**config.mk**
```make
export PLATFORM = sky130hd
export DESIGN_NAME = selective_repeat_send_window_flat
export DESIGN_NICKNAME = d
export VERILOG_FILES = /design/src/design/srsw_pkg.sv /design/src/design/srsw_req_if.sv /design/src/design/srsw_rsp_if.sv /design/src/design/srsw_rem_unit.sv /design/src/design/srsw_ctrl.sv /design/src/design/srsw_datapath.sv /design/src/design/selective_repeat_send_window.sv /design/src/flat_wrapper.sv
export SDC_FILE = /design/constraint.sdc
export NUM_CORES = 1
export LEC_CHECK = 0
export ABC_CLOCK_PERIOD_IN_PS = 4800
export BUFFER_PORTS_ARGS = -buffer_cell sky130_fd_sc_hd__buf_2
export CAP_MARGIN = 5
export CORE_UTILIZATION = 47
export DETAILED_ROUTE_END_ITERATION = 10
export PLACE_DENSITY = 0.74
export SYNTH_ARGS = -nofsm -noshare
export SYNTH_HDL_FRONTEND = slang
export SYNTH_SLANG_ARGS = --single-unit
```
**constraint.sdc**
```tcl
create_clock -name clk -period 4.8 [get_ports clk]
set_clock_uncertainty 0.1 [all_clocks]
set_input_delay 1.2 -clock clk [delete_from_list [all_inputs] [get_ports clk]]
set_output_delay 1.2 -clock clk [all_outputs]
set_load 0.01 [all_outputs]
```
**src/design/srsw_pkg.sv**
```systemverilog
// ============================================================================
// srsw_pkg: shared types and constants for the selective-repeat send window
// Item and result layouts, register indexes, the controller state encoding
// and the command/status bundles between controller and datapath.
// ============================================================================
`default_nettype none

package srsw_pkg;

  // Flag store depth and sequence space limits
  localparam int MAX_SLOTS  = 16;
  localparam int MAX_SEQ    = 64;
  localparam int WIN_MIN    = 2;
  localparam int WIN_MAX    = 16;
  localparam int LEN_MIN    = 1;
  localparam int RNG_MIN    = 2;

  // Field widths
  localparam int SEQ_W      = 6;
  localparam int SLOT_W     = 4;
  localparam int CNT_W      = 5;
  localparam int LEN_W      = 5;
  localparam int WIN_W      = 5;
  localparam int RNG_W      = SEQ_W + 1;
  localparam int DVD_W      = 8;
  localparam int CFG_IDX_W  = 2;
  localparam int CFG_DATA_W = 7;

  // Register reset values
  localparam logic [LEN_W-1:0] LEN_RESET = LEN_W'(12);
  localparam logic [WIN_W-1:0] WIN_RESET = WIN_W'(7);
  localparam logic [RNG_W-1:0] RNG_RESET = RNG_W'(17);

  typedef enum logic [CFG_IDX_W-1:0] {
    REG_BUFFER_LENGTH = 2'd0,
    REG_WINDOW_SIZE   = 2'd1,
    REG_SEQ_RANGE     = 2'd2
  } cfg_reg_t;

  typedef enum logic {
    OP_SEND = 1'b0,
    OP_ACK  = 1'b1
  } op_t;

  typedef struct packed {
    logic             operation;
    logic [SEQ_W-1:0] ack_seq;
  } req_item_t;

  typedef struct packed {
    logic              status;
    logic [SEQ_W-1:0]  assigned_seq;
    logic [SLOT_W-1:0] slot;
    logic [CNT_W-1:0]  slid_count;
    logic [SEQ_W-1:0]  new_base;
  } rsp_item_t;

  // Operand selection of the shared remainder unit
  typedef enum logic [2:0] {
    MOD_BASE = 3'd0,
    MOD_NEXT = 3'd1,
    MOD_END  = 3'd2,
    MOD_SLOT = 3'd3,
    MOD_RNG  = 3'd4,
    MOD_OFF  = 3'd5
  } mod_sel_t;

  typedef enum logic [3:0] {
    ST_IDLE     = 4'd0,
    ST_MOD_BASE = 4'd1,
    ST_MOD_NEXT = 4'd2,
    ST_MOD_END  = 4'd3,
    ST_DECIDE   = 4'd4,
    ST_MOD_SLOT = 4'd5,
    ST_MARK     = 4'd6,
    ST_MOD_RNG  = 4'd7,
    ST_MOD_OFF  = 4'd8,
    ST_SLIDE    = 4'd9,
    ST_FINISH   = 4'd10
  } ctrl_state_t;

  typedef struct packed {
    logic     load_item;
    logic     mod_run;
    mod_sel_t mod_sel;
    logic     send_commit;
    logic     mark;
    logic     slide_step;
    logic     result_load;
  } dp_cmd_t;

  typedef struct packed {
    logic mod_done;
    logic op_ack;
    logic send_ok;
    logic ack_ok;
    logic at_base;
    logic slide_more;
    logic out_full;
  } dp_status_t;

endpackage

`default_nettype wire

```
**src/design/srsw_req_if.sv**
```systemverilog
// ============================================================================
// srsw_req_if: request channel
// Valid/ready channel carrying one send request or ack per transaction.
// ============================================================================
`default_nettype none

interface srsw_req_if;
  import srsw_pkg::*;

  logic      valid;
  logic      ready;
  req_item_t payload;

  modport source (output valid, output payload, input ready);
  modport sink   (input valid, input payload, output ready);
endinterface

`default_nettype wire

```
**src/design/srsw_rsp_if.sv**
```systemverilog
// ============================================================================
// srsw_rsp_if: result channel
// Valid/ready channel carrying one result per transaction.
// ============================================================================
`default_nettype none

interface srsw_rsp_if;
  import srsw_pkg::*;

  logic      valid;
  logic      ready;
  rsp_item_t payload;

  modport source (output valid, output payload, input ready);
  modport sink   (input valid, input payload, output ready);
endinterface

`default_nettype wire

```
**src/design/srsw_rem_unit.sv**
```systemverilog
// ============================================================================
// srsw_rem_unit: iterative remainder
// Restoring remainder, two dividend bits per cycle.
// ============================================================================
`default_nettype none

module srsw_rem_unit (
  input  wire logic                           clk,
  input  wire logic                           rst,
  input  wire logic                           start,
  input  wire logic [srsw_pkg::DVD_W-1:0]     dividend,
  input  wire logic [srsw_pkg::RNG_W-1:0]     divisor,
  output logic                                busy,
  output logic                                done,
  output logic [srsw_pkg::RNG_W-1:0]          result
);
  import srsw_pkg::*;

  logic [1:0]       cnt;
  logic [DVD_W-1:0] dvd;
  logic [RNG_W-1:0] rem;
  logic [RNG_W-1:0] dvs;

  logic [RNG_W:0]   t1, t2, s1, s2;
  logic [RNG_W-1:0] r1;

  // rem < divisor always, so one conditional subtract per bit suffices
  always_comb begin
    t1 = {rem, dvd[DVD_W-1]};
    s1 = (t1 >= {1'b0, dvs}) ? (t1 - {1'b0, dvs}) : t1;
    r1 = s1[RNG_W-1:0];
    t2 = {r1, dvd[DVD_W-2]};
    s2 = (t2 >= {1'b0, dvs}) ? (t2 - {1'b0, dvs}) : t2;
  end

  assign result = s2[RNG_W-1:0];
  assign done   = busy && (cnt == 2'd3);

  always_ff @(posedge clk) begin
    if (rst) begin
      busy <= 1'b0;
      cnt  <= 2'd0;
    end else if (start) begin
      busy <= 1'b1;
      cnt  <= 2'd0;
    end else if (busy) begin
      cnt <= cnt + 2'd1;
      if (cnt == 2'd3) begin
        busy <= 1'b0;
      end
    end
  end

  always_ff @(posedge clk) begin
    if (start) begin
      dvd <= dividend;
      rem <= '0;
      dvs <= divisor;
    end else if (busy) begin
      dvd <= {dvd[DVD_W-3:0], 2'b00};
      rem <= s2[RNG_W-1:0];
    end
  end
endmodule

`default_nettype wire

```
**src/design/srsw_ctrl.sv**
```systemverilog
// ============================================================================
// srsw_ctrl: sequencing state machine
// Steps one transaction through reduction, decision, marking and sliding.
// ============================================================================
`default_nettype none

module srsw_ctrl (
  input  wire logic                 clk,
  input  wire logic                 rst,
  input  wire logic                 req_valid,
  output logic                      req_ready,
  input  wire srsw_pkg::dp_status_t st,
  output srsw_pkg::dp_cmd_t         cmd
);
  import srsw_pkg::*;

  ctrl_state_t state, state_next;

  always_ff @(posedge clk) begin
    if (rst) begin
      state <= ST_IDLE;
    end else begin
      state <= state_next;
    end
  end

  always_comb begin
    state_next = state;
    unique case (state)
      ST_IDLE:     if (req_valid) state_next = ST_MOD_BASE;
      ST_MOD_BASE: if (st.mod_done) state_next = ST_MOD_NEXT;
      ST_MOD_NEXT: if (st.mod_done) state_next = ST_MOD_END;
      ST_MOD_END:  if (st.mod_done) state_next = ST_DECIDE;
      ST_DECIDE: begin
        if (st.op_ack && st.ack_ok) state_next = ST_MOD_SLOT;
        else                        state_next = ST_FINISH;
      end
      ST_MOD_SLOT: if (st.mod_done) state_next = ST_MARK;
      ST_MARK: begin
        if (st.at_base) state_next = ST_MOD_RNG;
        else            state_next = ST_FINISH;
      end
      ST_MOD_RNG:  if (st.mod_done) state_next = ST_MOD_OFF;
      ST_MOD_OFF:  if (st.mod_done) state_next = ST_SLIDE;
      ST_SLIDE:    if (!st.slide_more) state_next = ST_FINISH;
      ST_FINISH:   if (!st.out_full) state_next = ST_IDLE;
      default:     state_next = ST_IDLE;
    endcase
  end

  always_comb begin
    req_ready       = 1'b0;
    cmd             = '0;
    cmd.mod_sel     = MOD_BASE;
    unique case (state)
      ST_IDLE: begin
        req_ready     = 1'b1;
        cmd.load_item = req_valid;
      end
      ST_MOD_BASE: begin
        cmd.mod_run = 1'b1;
        cmd.mod_sel = MOD_BASE;
      end
      ST_MOD_NEXT: begin
        cmd.mod_run = 1'b1;
        cmd.mod_sel = MOD_NEXT;
      end
      ST_MOD_END: begin
        cmd.mod_run = 1'b1;
        cmd.mod_sel = MOD_END;
      end
      ST_DECIDE:   cmd.send_commit = !st.op_ack && st.send_ok;
      ST_MOD_SLOT: begin
        cmd.mod_run = 1'b1;
        cmd.mod_sel = MOD_SLOT;
      end
      ST_MARK:     cmd.mark = 1'b1;
      ST_MOD_RNG: begin
        cmd.mod_run = 1'b1;
        cmd.mod_sel = MOD_RNG;
      end
      ST_MOD_OFF: begin
        cmd.mod_run = 1'b1;
        cmd.mod_sel = MOD_OFF;
      end
      ST_SLIDE:    cmd.slide_step = st.slide_more;
      ST_FINISH:   cmd.result_load = !st.out_full;
      default:     cmd = '0;
    endcase
  end
endmodule

`default_nettype wire

```
**src/design/srsw_datapath.sv**
```systemverilog
// ============================================================================
// srsw_datapath: window state, flag store and result register
// Holds configuration, window pointers, offsets and slot flags, and applies
// the commands of the controller.
// ============================================================================
`default_nettype none

module srsw_datapath (
  input  wire logic                             clk,
  input  wire logic                             rst,
  input  wire logic                             cfg_we,
  input  wire logic [srsw_pkg::CFG_IDX_W-1:0]   cfg_index,
  input  wire logic [srsw_pkg::CFG_DATA_W-1:0]  cfg_data,
  input  wire srsw_pkg::req_item_t              req_payload,
  output logic                                  rsp_valid,
  input  wire logic                             rsp_ready,
  output srsw_pkg::rsp_item_t                   rsp_payload,
  input  wire srsw_pkg::dp_cmd_t                cmd,
  output srsw_pkg::dp_status_t                  st
);
  import srsw_pkg::*;

  // Configuration registers, raw as written
  logic [LEN_W-1:0] buffer_length;
  logic [WIN_W-1:0] window_size;
  logic [RNG_W-1:0] seq_range;

  // Window state
  logic [MAX_SLOTS-1:0] slot_flags;
  logic [SEQ_W-1:0]     window_base;
  logic [SEQ_W-1:0]     next_send_seq;
  logic [SLOT_W-1:0]    slot_offset;
  logic [SLOT_W-1:0]    prior_offset;

  // Per-transaction working registers
  logic              item_op;
  logic [SEQ_W-1:0]  item_seq;
  logic [SEQ_W-1:0]  win_end;
  logic [SLOT_W-1:0] slot_q;
  logic [SLOT_W-1:0] rng_mod_len;
  logic [SLOT_W-1:0] off_red;
  logic [SLOT_W-1:0] slide_idx;
  logic [CNT_W-1:0]  slid;
  logic              res_status;
  logic [SEQ_W-1:0]  res_assigned;
  logic [SLOT_W-1:0] res_slot;

  logic [LEN_W-1:0] len;
  logic [WIN_W-1:0] win;
  logic [RNG_W-1:0] rng;

  logic [DVD_W-1:0] mod_dividend;
  logic [RNG_W-1:0] mod_divisor;
  logic             mod_busy;
  logic             mod_done;
  logic [RNG_W-1:0] mod_result;

  logic [SLOT_W-1:0] off_sel;
  logic [RNG_W-1:0]  next_p1, base_p1, end_p1;
  logic [SEQ_W-1:0]  next_inc, base_inc, end_inc;
  logic              end_wraps;
  logic [LEN_W-1:0]  off_sum;
  logic [SLOT_W-1:0] off_inc;
  logic [LEN_W-1:0]  idx_p1;
  logic [SLOT_W-1:0] idx_inc;

  function automatic logic in_window(input logic [SEQ_W-1:0] s,
                                     input logic [SEQ_W-1:0] b,
                                     input logic [SEQ_W-1:0] e);
    if (e > b)      return (s >= b) && (s <= e);
    else if (e < b) return (s >= b) || (s <= e);
    else            return 1'b0;
  endfunction

  // Saturate registers into their legal ranges
  always_comb begin
    if (buffer_length < LEN_W'(LEN_MIN))        len = LEN_W'(LEN_MIN);
    else if (buffer_length > LEN_W'(MAX_SLOTS)) len = LEN_W'(MAX_SLOTS);
    else                                        len = buffer_length;
    if (window_size < WIN_W'(WIN_MIN))          win = WIN_W'(WIN_MIN);
    else if (window_size > WIN_W'(WIN_MAX))     win = WIN_W'(WIN_MAX);
    else                                        win = window_size;
    if (seq_range < RNG_W'(RNG_MIN))            rng = RNG_W'(RNG_MIN);
    else if (seq_range > RNG_W'(MAX_SEQ))       rng = RNG_W'(MAX_SEQ);
    else                                        rng = seq_range;
  end

  // Upper part of a wrapped window uses the previous offset
  assign off_sel = ((win_end < window_base) && (item_seq >= window_base)) ?
                   prior_offset : slot_offset;

  always_comb begin
    mod_dividend = {2'b00, window_base};
    mod_divisor  = rng;
    unique case (cmd.mod_sel)
      MOD_BASE: mod_dividend = {2'b00, window_base};
      MOD_NEXT: mod_dividend = {2'b00, next_send_seq};
      MOD_END:  mod_dividend = {2'b00, window_base} + {3'b000, win} - DVD_W'(1);
      MOD_SLOT: begin
        mod_dividend = {2'b00, item_seq} + {4'b0000, off_sel};
        mod_divisor  = {2'b00, len};
      end
      MOD_RNG: begin
        mod_dividend = {1'b0, rng};
        mod_divisor  = {2'b00, len};
      end
      MOD_OFF: begin
        mod_dividend = {4'b0000, slot_offset};
        mod_divisor  = {2'b00, len};
      end
      default: begin
        mod_dividend = {2'b00, window_base};
        mod_divisor  = rng;
      end
    endcase
  end

  srsw_rem_unit u_rem (
    .clk      (clk),
    .rst      (rst),
    .start    (cmd.mod_run && !mod_busy),
    .dividend (mod_dividend),
    .divisor  (mod_divisor),
    .busy     (mod_busy),
    .done     (mod_done),
    .result   (mod_result)
  );

  // Single-step wrap-around increments; operands already below their moduli
  always_comb begin
    next_p1   = {1'b0, next_send_seq} + RNG_W'(1);
    next_inc  = (next_p1 == rng) ? '0 : next_p1[SEQ_W-1:0];
    base_p1   = {1'b0, window_base} + RNG_W'(1);
    base_inc  = (base_p1 == rng) ? '0 : base_p1[SEQ_W-1:0];
    end_p1    = {1'b0, win_end} + RNG_W'(1);
    end_inc   = (end_p1 == rng) ? '0 : end_p1[SEQ_W-1:0];
    end_wraps = (end_inc < base_inc) && (win_end > window_base);
    off_sum   = {1'b0, off_red} + {1'b0, rng_mod_len};
    off_inc   = (off_sum >= len) ? SLOT_W'(off_sum - len) : off_sum[SLOT_W-1:0];
    idx_p1    = {1'b0, slide_idx} + LEN_W'(1);
    idx_inc   = (idx_p1 == len) ? '0 : idx_p1[SLOT_W-1:0];
  end

  always_comb begin
    st            = '0;
    st.mod_done   = mod_done;
    st.op_ack     = (item_op == OP_ACK);
    st.send_ok    = in_window(next_send_seq, window_base, win_end);
    st.ack_ok     = ({1'b0, item_seq} < rng) && in_window(item_seq, window_base, win_end);
    st.at_base    = (item_seq == window_base);
    st.slide_more = slot_flags[slide_idx] && (slid < len);
    st.out_full   = rsp_valid && !rsp_ready;
  end

  // Configuration port
  always_ff @(posedge clk) begin
    if (rst) begin
      buffer_length <= LEN_RESET;
      window_size   <= WIN_RESET;
      seq_range     <= RNG_RESET;
    end else if (cfg_we) begin
      unique case (cfg_index)
        REG_BUFFER_LENGTH: buffer_length <= cfg_data[LEN_W-1:0];
        REG_WINDOW_SIZE:   window_size   <= cfg_data[WIN_W-1:0];
        REG_SEQ_RANGE:     seq_range     <= cfg_data[RNG_W-1:0];
        default:           ;
      endcase
    end
  end

  // Window state
  always_ff @(posedge clk) begin
    if (rst) begin
      slot_flags    <= '0;
      window_base   <= '0;
      next_send_seq <= '0;
      slot_offset   <= '0;
      prior_offset  <= '0;
    end else begin
      if (mod_done && cmd.mod_sel == MOD_BASE) window_base   <= mod_result[SEQ_W-1:0];
      if (mod_done && cmd.mod_sel == MOD_NEXT) next_send_seq <= mod_result[SEQ_W-1:0];
      if (cmd.send_commit) next_send_seq <= next_inc;
      if (cmd.mark) slot_flags[slot_q] <= 1'b1;
      if (cmd.slide_step) begin
        slot_flags[slide_idx] <= 1'b0;
        window_base           <= base_inc;
        if (end_wraps) begin
          prior_offset <= slot_offset;
          slot_offset  <= off_inc;
        end
      end
    end
  end

  // Working registers of the current transaction
  always_ff @(posedge clk) begin
    if (cmd.load_item) begin
      item_op      <= req_payload.operation;
      item_seq     <= req_payload.ack_seq;
      res_status   <= 1'b1;
      res_assigned <= '0;
      res_slot     <= '0;
      slid         <= '0;
    end
    if (mod_done) begin
      unique case (cmd.mod_sel)
        MOD_END:  win_end     <= mod_result[SEQ_W-1:0];
        MOD_SLOT: slot_q      <= mod_result[SLOT_W-1:0];
        MOD_RNG:  rng_mod_len <= mod_result[SLOT_W-1:0];
        MOD_OFF:  off_red     <= mod_result[SLOT_W-1:0];
        default:  ;
      endcase
    end
    if (cmd.send_commit) begin
      res_status   <= 1'b0;
      res_assigned <= next_send_seq;
    end
    if (cmd.mark) begin
      res_status <= 1'b0;
      res_slot   <= slot_q;
      slide_idx  <= slot_q;
    end
    if (cmd.slide_step) begin
      slid      <= slid + CNT_W'(1);
      slide_idx <= idx_inc;
      win_end   <= end_inc;
      if (end_wraps) off_red <= off_inc;
    end
  end

  // Result register
  always_ff @(posedge clk) begin
    if (rst) begin
      rsp_valid <= 1'b0;
    end else if (cmd.result_load) begin
      rsp_valid <= 1'b1;
    end else if (rsp_ready) begin
      rsp_valid <= 1'b0;
    end
  end

  always_ff @(posedge clk) begin
    if (cmd.result_load) begin
      rsp_payload.status       <= res_status;
      rsp_payload.assigned_seq <= res_assigned;
      rsp_payload.slot         <= res_slot;
      rsp_payload.slid_count   <= slid;
      rsp_payload.new_base     <= window_base;
    end
  end
endmodule

`default_nettype wire

```
**src/design/selective_repeat_send_window.sv**
```systemverilog
// ============================================================================
// selective_repeat_send_window: sender side of a selective-repeat window
// Grants send requests inside the window, marks acked slots in a circular
// flag store and slides the base over consecutive acknowledged slots.
// ============================================================================
// Usage:
//   req carries one transaction per item: operation (send or ack) and the
//   ack sequence number. rsp returns exactly one result per request, in
//   order. cfg_we/cfg_index/cfg_data write buffer_length, window_size and
//   seq_range; write them only while no transaction is in flight.
// Sequencing:
//   One transaction at a time, each made of steps through the shared
//   remainder unit; a send or a rejected ack needs three of them. An ack
//   that is not at the base only marks its slot; an ack at the base also
//   slides the base over 1 to 16 consecutive acknowledged slots, with the
//   slide loop clearing one flag per cycle.
// Reset:
//   rst (synchronous) restores the registers to 12, 7 and 17, clears every
//   flag, zeroes base, next number and offsets, and empties rsp.
// Back-pressure:
//   The result sits in an output register; a new request is taken while it
//   waits. A finished transaction holds in its last step until the previous
//   result has been taken.
// ============================================================================
`default_nettype none

module selective_repeat_send_window (
  input  wire logic                            clk,
  input  wire logic                            rst,
  srsw_req_if.sink                             req,
  srsw_rsp_if.source                           rsp,
  input  wire logic                            cfg_we,
  input  wire logic [srsw_pkg::CFG_IDX_W-1:0]  cfg_index,
  input  wire logic [srsw_pkg::CFG_DATA_W-1:0] cfg_data
);
  import srsw_pkg::*;

  dp_cmd_t    cmd;
  dp_status_t st;
  logic       req_ready;
  logic       rsp_valid;
  rsp_item_t  rsp_payload;

  // Sequence each transaction: reduce, decide, mark, slide, deliver
  srsw_ctrl u_ctrl (
    .clk       (clk),
    .rst       (rst),
    .req_valid (req.valid),
    .req_ready (req_ready),
    .st        (st),
    .cmd       (cmd)
  );

  // Hold the window state and the result register
  srsw_datapath u_dp (
    .clk         (clk),
    .rst         (rst),
    .cfg_we      (cfg_we),
    .cfg_index   (cfg_index),
    .cfg_data    (cfg_data),
    .req_payload (req.payload),
    .rsp_valid   (rsp_valid),
    .rsp_ready   (rsp.ready),
    .rsp_payload (rsp_payload),
    .cmd         (cmd),
    .st          (st)
  );

  assign req.ready   = req_ready;
  assign rsp.valid   = rsp_valid;
  assign rsp.payload = rsp_payload;
endmodule

`default_nettype wire

```
**src/flat_wrapper.sv**
```systemverilog
// flat-port wrapper written by rule: the top's interface ports become plain ports
module selective_repeat_send_window_flat import srsw_pkg::*;
  (clk, rst, cfg_we, cfg_index, cfg_data, req_valid, req_payload, req_ready, rsp_valid, rsp_payload, rsp_ready);
  srsw_req_if req_i ();
  srsw_rsp_if rsp_i ();
  input  wire logic clk;
  input  wire logic rst;
  input  wire logic cfg_we;
  input  wire logic [srsw_pkg::CFG_IDX_W-1:0] cfg_index;
  input  wire logic [srsw_pkg::CFG_DATA_W-1:0] cfg_data;
  input wire logic [$bits(req_i.valid)-1:0] req_valid;
  input wire logic [$bits(req_i.payload)-1:0] req_payload;
  output wire logic [$bits(req_i.ready)-1:0] req_ready;
  output wire logic [$bits(rsp_i.valid)-1:0] rsp_valid;
  output wire logic [$bits(rsp_i.payload)-1:0] rsp_payload;
  input wire logic [$bits(rsp_i.ready)-1:0] rsp_ready;
  assign req_i.valid = req_valid;
  assign req_i.payload = req_payload;
  assign req_ready = req_i.ready;
  assign rsp_valid = rsp_i.valid;
  assign rsp_payload = rsp_i.payload;
  assign rsp_i.ready = rsp_ready;
  selective_repeat_send_window u_core (.clk(clk), .rst(rst), .req(req_i), .rsp(rsp_i), .cfg_we(cfg_we), .cfg_index(cfg_index), .cfg_data(cfg_data));
endmodule
```
==> qor.csv <==
metric,value,unit
status,completed,
vias_per_cell,6.06,
p_leak,0.00456,µW
totalWireLength,26800,µm
hold_violations,0,
wire_per_inst,19.6,µm
cts_sinks,150,
combinationalPowerShare,41.1,%
cts_tree,yes,
syn_avg_cell_area,9.49,µm²
cp-end-kind,flop,
drtIter0Drc,806,
ir_drop,305,µV
critical-path-max-stage-delay,0.58,ns
fin_crit,4.63,ns
nFillCells,1789,
antenna_found_initial,0,
tightest_slew,0.961,ns
maxCapViolations,0,
die_h,147,µm
final_common_cell,ha_1,
drv_slew,0,
ys_seq_area_share,38.4,%
worstHoldStart,u_core.u_dp.res_assigned[3]$_SDFFCE_PN0P_,
synth_cells,1035,
yosysWarnings,0,
power_density,479,nW/µm²
grt_usage,25.5,%
finalSetupViolations,0,
switchingPower,2090,µW
crit_path_max_fanout,16,
slew_headroom,35.8,%
swShare,39.2,%
grt_pass1_wl,42400,µm
holdBufCountCts,0,
reg2reg_slack,0.17,ns
critPathKind,reg -> reg,
die_area,21500,µm²
coreArea,20400,µm²
drc_errors,0,
pwr-share-clk,25.4,%
fin_tns_setup,0,ns
path_cells,ha_4 -> and3_1 -> a41oi_1 -> or4_1 -> nor4_1 -> buf_4 -> nor2_1 -> ha_1 -> a21o_1 -> a21oi_1 -> inv_1 -> a2111oi_2 -> or4bb_1 -> o31ai_4 -> buf_12 -> mux2i_1 -> and2_1,
layout_common_cells,"ha_1 (92), nor2_1 (90), nand2_1 (82), edfxtp_1 (77), dfxtp_1 (73)",
clockBufferDepth,2,
synthArstFlopShare,0,%
fin_crit_sh,96.6,%
grt_remaining_overflow,0,
mappedNetlistArea,9830,µm²
antenna_left,0,
syn_to_final_growth,13.1,%
maxClockFrequency,0.216,GHz
io_buffer_count,44,
worstHoldEndpoint,u_core.u_dp.rsp_payload[18]$_DFFE_PP_,
synth.area.top_cells,"edfxtp_1 (24%), dfxtp_1 (15%), ha_1 (12%)",
ys.flop_type,edfxtp_1,
yosys.area.top_type_share,23.5,%
clkLatencyLatePin,0.43,ns
nNetsFinal,1208,
netlist-cell-type-count,73,
worstReg2RegStart,u_core.u_dp.win_end[0]$_DFFE_PP_,
timing.rr.end,u_core.u_dp.slot_offset[2]$_SDFFE_PP0P_,
clk_pin_slew,0.07,ns
place_hpwl,20200,µm
gp_congestion,0.918,
yosysTopAreaCell,edfxtp_1,
synth_edf_count,77,
hold_path_depth,0,
drive_above_1_share,13.7,%
seq_power_share,33.5,%
hold_slack,0.320,ns
cp.arrival,4.91,ns
hold_path_class,reg -> reg,
numCtsBuffers,17,
floorplan.initialDensity,48.2,%
num_vias,8305,
r2r_cells,17,
first_global_vias,7733,
grt_start_max_net_pins,36,
ys_ff_latch,150,
io_pins,45,
rows,52,
htree_levels,4,
start_kind,flop,
crit_slowest_cell,or4bb_1,
synth_nets,1155,
cts-root-buf,clkbuf_16,
p_int,3240,µW
cp.required,5.07,ns
drt_pass1_iterations,5,
die_x,147,µm
antenna_cells,0,
-- cell families (layout without fill, tap and decap cells) --
kind of cell    count (synthesis)  count (layout)  synth area share (%)
buf+inv                       115             181                  4.55
flops                         150             150                  38.4
fa+ha+maj                      99              99                  13.1
xor+xnor                       51              51                  4.55
mux                            65              65                  7.47
simple gates                  321             321                  16.0
compound gates                234             234                  15.9
-- worst max-delay path by stage --
stage / from / endpoint / slack, ns / depth (start not counted)
after floorplan: u_core.u_dp.win_end[2]$_DFFE_PP_ / u_core.u_dp.slot_offset[1]$_SDFFE_PP0P_ / 0.18 / 17
after global placement: u_core.u_dp.u_rem.dvd[7]$_DFFE_PP_ / u_core.u_dp.win_end[1]$_DFFE_PP_ / 0.02 / 16
after detailed placement: u_core.u_dp.u_rem.dvd[7]$_DFFE_PP_ / u_core.u_dp.off_red[2]$_DFF_P_ / -0.09 / 18
after CTS: u_core.u_dp.win_end[1]$_DFFE_PP_ / u_core.u_dp.slot_offset[2]$_SDFFE_PP0P_ / 0.08 / 17
after global routing: u_core.u_dp.win_end[1]$_DFFE_PP_ / u_core.u_dp.prior_offset[3]$_SDFFE_PP0P_ / -0.08 / 17
final: u_core.u_dp.win_end[0]$_DFFE_PP_ / u_core.u_dp.slot_offset[2]$_SDFFE_PP0P_ / 0.17 / 17
-- routing by layer --
layer,wire [µm],track usage (%),vias to the layer above
met5,0,0,-
met2,11900,39.2,408
met1,11700,35.3,3960
met4,809,9.74,0
li1,-,-,3867
met3,2420,4.94,70
-- cell type report --
cell class | count | area, µm² | share of cell area [%]
Clock inverter | 15 | 166 | 1.50
Tap cell | 270 | 338 | 3.04
Multi-Input combinational cell | 770 | 5660 | 50.9
Inverter | 71 | 267 | 2.40
Timing Repair Buffer | 78 | 488 | 4.39
Clock buffer | 17 | 425 | 3.83
Sequential cell | 150 | 3770 | 33.9
-- worst max-delay path, delay by kind of cell, from the launching register on --
kind,cells,cell delay (ns)
simple gates,6,1.93
compound gates,5,0.95
fa+ha+maj,2,0.52
flops,1,0.47
buf+inv,3,0.45
mux,1,0.17
-- through the flow --
step / worst slack (ns) / area [µm²] / power, µW / utilization [%] / cells
4_1_cts: 0.0773 / 11100 / 5240 / 54.4 / 1371
2_1_floorplan: 0.180 / 9830 / 3230 / - / 1035
6_report: 0.165 / 11100 / 5320 / 54.6 / 1371
3_3_place_gp: 0.0221 / 10400 / 3840 / 51.3 / 1337
5_1_grt: -0.0771 / 11100 / 5610 / 54.6 / 1371
3_5_place_dp: -0.0910 / 10400 / 3860 / 51.3 / 1337
-- flip-flops by register name (all words and copies together) (netlist names), 5 cells and up --
name,flops
u_core.u_dp.u_rem.dvd,8
u_core.u_dp.slot_flags,16
u_core.u_dp.u_rem.dvs,7
u_core.u_dp.item_seq,6
u_core.u_dp.rsp_payload,22
u_core.u_dp.window_size,5
u_core.u_dp.window_base,6
u_core.u_dp.seq_range,7
u_core.u_dp.u_rem.rem,7
u_core.u_dp.slid,5
u_core.u_dp.buffer_length,5
u_core.u_dp.win_end,6
u_core.u_dp.res_assigned,6
u_core.u_dp.next_send_seq,6
-- synth_stat cells, drive strengths merged (5+ instances only) --
library cell  count
a211oi           23
a21o             20
a21oi            50
a221oi            6
a22o              8
a31oi            15
and2              7
and3             13
clkbuf           41
dfxtp            73
edfxtp           77
fa                6
ha               93
inv              70
mux2             17
mux2i            43
mux4              5
nand2            82
nand2b           17
nand3            24
nand3b            6
nand4             8
nor2             92
nor2b            21
nor3             20
o211ai            7
o21ai            54
o22ai            10
o31ai             5
or3               5
xnor2            33
xor2             18
-- power by group through the flow --
stage / clock network, µW / logic [µW] / registers (µW)
6_report: 1350 / 2190 / 1780
5_1_grt: 1420 / 2400 / 1800
4_1_cts: 1360 / 2100 / 1780
3_5_place_dp: 0 / 2050 / 1810
3_3_place_gp: 0 / 2040 / 1800
2_1_floorplan: 0 / 1500 / 1720
-- what timing repair did --
action,CTS,global route
gates resized for setup,1,9
setup endpoints to repair,15,27
hold endpoints to repair,0,0
setup buffers,2,0
pin swaps,1,0
(Power assumes the default switching activity.)
